### config.mk
export PLATFORM = sky130hd
export DESIGN_NAME = tcx_ctrl
export DESIGN_NICKNAME = d
export VERILOG_FILES = /design/src/hw/rtl/tcx_pkg.sv /design/src/hw/rtl/tcx_ctrl.sv
export VERILOG_INCLUDE_DIRS = /design/src /design/src/hw/rtl
export SDC_FILE = /design/constraint.sdc
export NUM_CORES = 1
export LEC_CHECK = 0
export ABC_AREA = 1
export BUFFER_PORTS_ARGS = -buffer_cell sky130_fd_sc_hd__buf_2
export CAP_MARGIN = 20
export CELL_PAD_IN_SITES_DETAIL_PLACEMENT = 0
export CELL_PAD_IN_SITES_GLOBAL_PLACEMENT = 1
export CORE_AREA = 4 4 41 43
export DETAILED_ROUTE_END_ITERATION = 10
export DIE_AREA = 0 0 45 47
export PLACE_DENSITY_LB_ADDON = 0.05
export SETUP_SLACK_MARGIN = 0.15
export SLEW_MARGIN = 20
export SYNTH_ARGS = -nofsm -noshare
export SYNTH_HDL_FRONTEND = slang
export SYNTH_SLANG_ARGS = --single-unit
### constraint.sdc
create_clock -name clk_i -period 1.8 [get_ports clk_i]
set_clock_uncertainty 0.15 [all_clocks]
set_input_delay 0.27 -clock clk_i [delete_from_list [all_inputs] [get_ports clk_i]]
set_output_delay 0.27 -clock clk_i [all_outputs]
set_load 0.05 [all_outputs]
### src/hw/rtl/toy_cpu_execute_unit_core_macros.svh
// assertion macros for the execute unit
`ifndef TOY_CPU_EXECUTE_UNIT_CORE_MACROS_SVH
`define TOY_CPU_EXECUTE_UNIT_CORE_MACROS_SVH
`define TCX_ASSERT(lbl, clk, rstn, prop, msg) \
  lbl: assert property (@(posedge clk) disable iff (!rstn) (prop)) else $error(msg);
`define TCX_ASSERT_NEXT(lbl, clk, rstn, pre, post, msg) \
  lbl: assert property (@(posedge clk) disable iff (!rstn) (pre) |=> (post)) else $error(msg);
`endif

### src/hw/rtl/tcx_pkg.sv
// ----------------------------------------------------------------------------
// tcx_pkg
// shared types and codes of the execute unit
// ----------------------------------------------------------------------------
`default_nettype none
package tcx_pkg;
  typedef enum logic [4:0] {
    OP_ADD = 5'd0, OP_SUB = 5'd1, OP_AND = 5'd2, OP_XOR = 5'd3, OP_OR = 5'd4,
    OP_ADDI = 5'd5, OP_SUBI = 5'd6, OP_ANDI = 5'd7, OP_XORI = 5'd8, OP_ORI = 5'd9,
    OP_MOVI = 5'd10, OP_MOVR = 5'd11, OP_SWP = 5'd12, OP_MULL = 5'd13,
    OP_DIV = 5'd14, OP_PUSH = 5'd15, OP_POP = 5'd16, OP_SKIE = 5'd17
  } op_e;

  typedef enum logic [2:0] {
    ST_IDLE, ST_READ, ST_EXEC, ST_DIV, ST_WB, ST_OUT
  } state_e;

  // controller to datapath
  typedef struct packed {
    logic load;      // capture input beat
    logic read;      // register operands
    logic exec;      // non-divide ops
    logic div_start;
    logic div_step;
    logic div_fin;
    logic wb2;       // second write / read back
    logic out_load;
  } cmd_t;

  typedef struct packed {
    logic is_div;
    logic div_done;
  } sts_t;

  localparam int unsigned IN_W = 5;
  localparam int unsigned OUT_W = 32;
endpackage
`default_nettype wire

### src/hw/rtl/tcx_ctrl.sv
// ----------------------------------------------------------------------------
// tcx_ctrl
// sequencer for one instruction at a time
// ----------------------------------------------------------------------------
`default_nettype none
`include "toy_cpu_execute_unit_core_macros.svh"
module tcx_ctrl (
  input  wire logic        clk_i,
  input  wire logic        rst_ni,
  input  wire logic        in_valid_i,
  output logic             in_ready_o,
  output logic             out_valid_o,
  input  wire logic        out_ready_i,
  input  tcx_pkg::sts_t    sts_i,
  output tcx_pkg::cmd_t    cmd_o
);
  tcx_pkg::state_e state_q, state_d;
  logic out_valid_q, out_valid_d;

  always_ff @(posedge clk_i or negedge rst_ni) begin
    if (!rst_ni) begin
      state_q     <= tcx_pkg::ST_IDLE;
      out_valid_q <= 1'b0;
    end else begin
      state_q     <= state_d;
      out_valid_q <= out_valid_d;
    end
  end

  always_comb begin
    state_d     = state_q;
    cmd_o       = '0;
    out_valid_d = out_valid_q && !out_ready_i;
    in_ready_o  = (state_q == tcx_pkg::ST_IDLE);
    unique case (state_q)
      tcx_pkg::ST_IDLE: begin
        if (in_valid_i) begin
          cmd_o.load = 1'b1;
          state_d    = tcx_pkg::ST_READ;
        end
      end
      tcx_pkg::ST_READ: begin
        cmd_o.read = 1'b1;
        state_d    = tcx_pkg::ST_EXEC;
      end
      tcx_pkg::ST_EXEC: begin
        if (sts_i.is_div) begin
          cmd_o.div_start = 1'b1;
          state_d         = tcx_pkg::ST_DIV;
        end else begin
          cmd_o.exec = 1'b1;
          state_d    = tcx_pkg::ST_WB;
        end
      end
      tcx_pkg::ST_DIV: begin
        if (sts_i.div_done) begin
          cmd_o.div_fin = 1'b1;
          state_d       = tcx_pkg::ST_WB;
        end else begin
          cmd_o.div_step = 1'b1;
        end
      end
      tcx_pkg::ST_WB: begin
        cmd_o.wb2 = 1'b1;
        state_d   = tcx_pkg::ST_OUT;
      end
      tcx_pkg::ST_OUT: begin
        // wait for the result register to drain
        if (!out_valid_q || out_ready_i) begin
          cmd_o.out_load = 1'b1;
          out_valid_d    = 1'b1;
          state_d        = tcx_pkg::ST_IDLE;
        end
      end
      default: state_d = tcx_pkg::ST_IDLE;
    endcase
  end

  assign out_valid_o = out_valid_q;

  `TCX_ASSERT(a_load_idle, clk_i, rst_ni, !cmd_o.load || state_q == tcx_pkg::ST_IDLE, "load outside idle")
  `TCX_ASSERT_NEXT(a_out_hold, clk_i, rst_ni, out_valid_q && !out_ready_i, out_valid_q, "result dropped")
  `TCX_ASSERT_NEXT(a_load_read, clk_i, rst_ni, cmd_o.load, state_q == tcx_pkg::ST_READ, "no read after load")
endmodule
`default_nettype wire

---- Yosys cells after proc, flatten, opt, wreduce, memory -nomap -nowiden ----
Index checks and enable logic that the tools add are counted.
storage, ports and cells
  flip-flop bits (word level) ............. 4
  input port bits ......................... 6
  output and inout port bits .............. 10
  word-level logic and storage cells ...... 35
cells by class
  eq/ne operators ......................... 8
  muxes and demuxes ....................... 19
  reductions and logical operators ........ 6
operator list
  operator                                                          number
  3-bit case mux with 6 select lines                                1
  1-bit two-way mux                                                 12
  3-bit two-way mux                                                 4
  3-bit by 2-bit == test with 1-bit output (second input constant)  2
  3-bit == test (second input constant)                             2
  2-bit inequality test (second input constant)                     3
  2-bit two-way mux                                                 2
  3-bit by 1-bit == test with 1-bit output (second input constant)  1
  3-bit zero test                                                   1
  3-bit AND reduction                                               1
  1-bit zero test                                                   2
  1-bit logical AND                                                 1
  1-bit logical OR                                                  1

---- Logic depth before layout (Yosys ltp) ----
  depth after elaboration ................. 4
  gate-level depth with buffers ........... 7
  gate-level depth less buffers ........... 7

---- Least setup slack after synthesis ----
Ideal clock, no wire load.
  path kind ............................... flip-flop to output port
  start ................................... reg state_q[2]
  end ..................................... out cmd_o[6] (netlist bit)
  data arrival time ....................... 1.636 ns
  data required time ...................... 1.380 ns
  setup slack ............................. -0.256 ns
  cell stages (with the launch flop) ...... 3
  buffers on the path ..................... 1
  cells stage by stage .................... dfrtp_1 buf_4 nor3_1
RTL lines
  item                    line            text
  from (decl)             tcx_ctrl.sv:17  tcx_pkg::state_e state_q, state_d;
  from (signal assigned)  tcx_ctrl.sv:22  state_q <= tcx_pkg::ST_IDLE;
  from (signal assigned)  tcx_ctrl.sv:25  state_q <= state_d;
  to (decl)               tcx_ctrl.sv:15  output tcx_pkg::cmd_t cmd_o

==> metrics <==
power after layout 971 uW; initial antenna violation count 0; Pwr per Cell Area 1870 mW/mm^2; largest family of logic cells by synthesized area simple AND/OR/NAND/NOR gates; Syn Area/Cell 6.61 um^2; WHS Endpoint state_q[1]; worst r2r src state_q[1]; Post-Synthesis Net Count 52; CP Launch Type register; TritonCTS clock tree built; Cell Count, Final, Fillers Out 81; Final Hold Vio Count 0; clock transition at the registers of the reported paths 0.04 ns; Hold Startpoint sts_i[0]; Site Rows 13; classification of the worst setup path reg2out; Hold Path Stages 4; first-pass GRT wire length 1210 um; drt via density 4.16; layout cells sized above 1 60.6%; Synth Area in Adders 0%; Die Y 47 um; multiplexer share of the synthesized area 0%; Fmax 0.618 GHz; Worst R2R Path Depth 6; setup_tns 0 ns; fin util 39.9%; simple-gate share of the synthesized area 46.9%; Req. time, crit path 1.38 ns; Total Routing Usage GR 8.31%; clock buffer depth 2; xor/xnor cell area share of the yosys netlist 0%; # setup viols final 0; RR Endpoint state_q[0]; Period Utilization, post-route 89.8%; Worst Setup SP state_q[2]; root buffer cell clkbuf_4; Die X 45 um; largest net degree at the start of global routing 9; #FFs+latches synth 4; vias in the first global route 306; final slew viol count 0; Max IR drop VDD 0.000589 V; Post-Route WL 764 um; Initial DRC Count 2; placed inst area 414 um^2; status finished clean; IO Count 16; Synth Area in Compound Gates 6.58%; PortBufs 15; GRT overflow 0; H-tree lvl count 1; endpoint class of the critical path primary output; RD Place Congestion 0.598; starting density of the core 23.4%; later-pin clock latency in the skew report 0.23 ns; DPL Wire Length 637 um; Worst Hold Class in2reg; Least-Margin Pin Slew 0.252 ns; LEAKAGE 0.277 nW; RSZ-0062 raised after global routing true; Synth cell types 13; sequential-to-total area share from yosys stat 32.9%; Max Cap Violations 0; CP Max Fanout 8; FF-to-FF setup slack 0.63 ns; drt drc 0; core box area 0.00130 mm^2; routed vias 337; area grow syn2layout 70.8%; Num CTS Buffers 3; Slowest-stage cell, CP dfrtp_2; full die area 0.00212 mm^2; WL/cell 9.43 um; diode count 0; DR pass1 iterations 2; Mapped Area 304 um^2; Inst Count DP 75; Post-DRT Antenna Nets 0; nets 74; Period minus WS final 1.62 ns; Rel. slew slack 83.3%; yosys warns 0; CP peak stage delay 0.48 ns; Worst EP arrival 1.20 ns; TritonCTS Sinks 4; crit-path cells nor3_2 -> buf_2; post-route cell area 519 um^2; Syn Inst Count 46
-- metrics by stage --
step / hold WS (ns) / setup slack, ns
3_3_place_gp: -0.0682 / 0.274
2_1_floorplan: -0.176 / 0.137
3_5_place_dp: -0.0662 / 0.264
6_report: 0.201 / 0.183
4_1_cts: 0.203 / 0.119
5_1_grt: 0.235 / 0.128
-- synthesized netlist by cell type --
cell type,count,area (um^2)
nor2_4,2,22.5
nand3_1,1,5.00
nand2_1,8,30.0
inv_2,3,11.3
o21ai_1,1,5.00
a21oi_1,3,15.0
inv_1,6,22.5
dfrtp_1,4,100
buf_4,1,7.51
nor2_1,7,26.3
nor2_2,3,18.8
nand2_2,4,25.0
nor3_1,3,15.0
-- logic make-up after synthesis --
logic type,count (synthesis)
buffers and inverters,10
AND/OR/NAND/NOR,28
AO/OA/AOI/OAI,4
flip-flops,4
-- power breakdown --
group | leakage [nW] | total, mW | internal (mW) | switching [mW]
combinational | 0.214 | 0.671 | 0.212 | 0.459
clock | 0.0138 | 0.109 | 0.0745 | 0.0350
sequential | 0.0488 | 0.191 | 0.132 | 0.0584
-- timing repair --
| item | in CTS | in global routing |
|---|---|---|
| pin swaps | 0 | 1 |
| hold buffers | 1 | 0 |
| endpoints found under the hold margin | 4 | 0 |
| setup buffers | 0 | 2 |
| gates resized for setup | 9 | 9 |
| setup endpoints to repair | 9 | 6 |
-- cells in the final DEF, fill, tap and decap left out --
cell	count
nor2_1	5
nor2_4	4
nand2_4	1
nand2_1	8
nand2_2	3
o21ai_1	1
dfrtp_1	2
nor3_2	3
nand3_1	1
buf_4	3
dlygate4sd3_1	1
buf_6	6
inv_1	6
inv_2	3
buf_2	8
clkbuf_4	3
a21oi_1	2
dfrtp_2	2
a21oi_2	1
nor2_2	3
-- critical path, delay by kind of cell (launching register included) --
| family | cells | cell delay, ns |
|---|---|---|
| and+or+nand+nor | 1 | 0.20 |
| buffers and inverters | 1 | 0.29 |
| DFF | 1 | 0.48 |
-- flip-flops by register name (all words and copies together) (netlist names) --
| name | count |
|---|---|
| out_valid_o | 1 |
| state_q | 3 |
-- how the worst max path moves through the flow --
| stage | depth (start not counted) | to | slack, ns |
|---|---|---|---|
| detailed placement | 4 | cmd_o[4] | 0.26 |
| global placement | 5 | cmd_o[3] | 0.27 |
| CTS | 4 | cmd_o[4] | 0.12 |
| global route | 5 | cmd_o[0] | 0.13 |
| floorplan | 3 | in_ready_o | 0.14 |
| finish | 2 | cmd_o[6] | 0.18 |
-- layout make-up --
type,instances,area (um^2)
fillers,143,782
inverters,9,33.8
well taps,15,18.8
flip-flops and latches,4,103
repair buffers,18,140
clock buffers,3,22.5
multi-input cells,32,201
-- routing by layer --
metal / wire length, um / vias to the layer above / GRT usage, % / part of all wire [%]
met3: 60 / 2 / 3.83 / 7.9
met5: 0 / - / 0 / 0
met4: 4 / 0 / 7.02 / 0.52
met1: 347 / 142 / 9.61 / 45
li1: - / 181 / - / -
met2: 352 / 12 / 11.6 / 46
(Power assumes the default switching activity.)
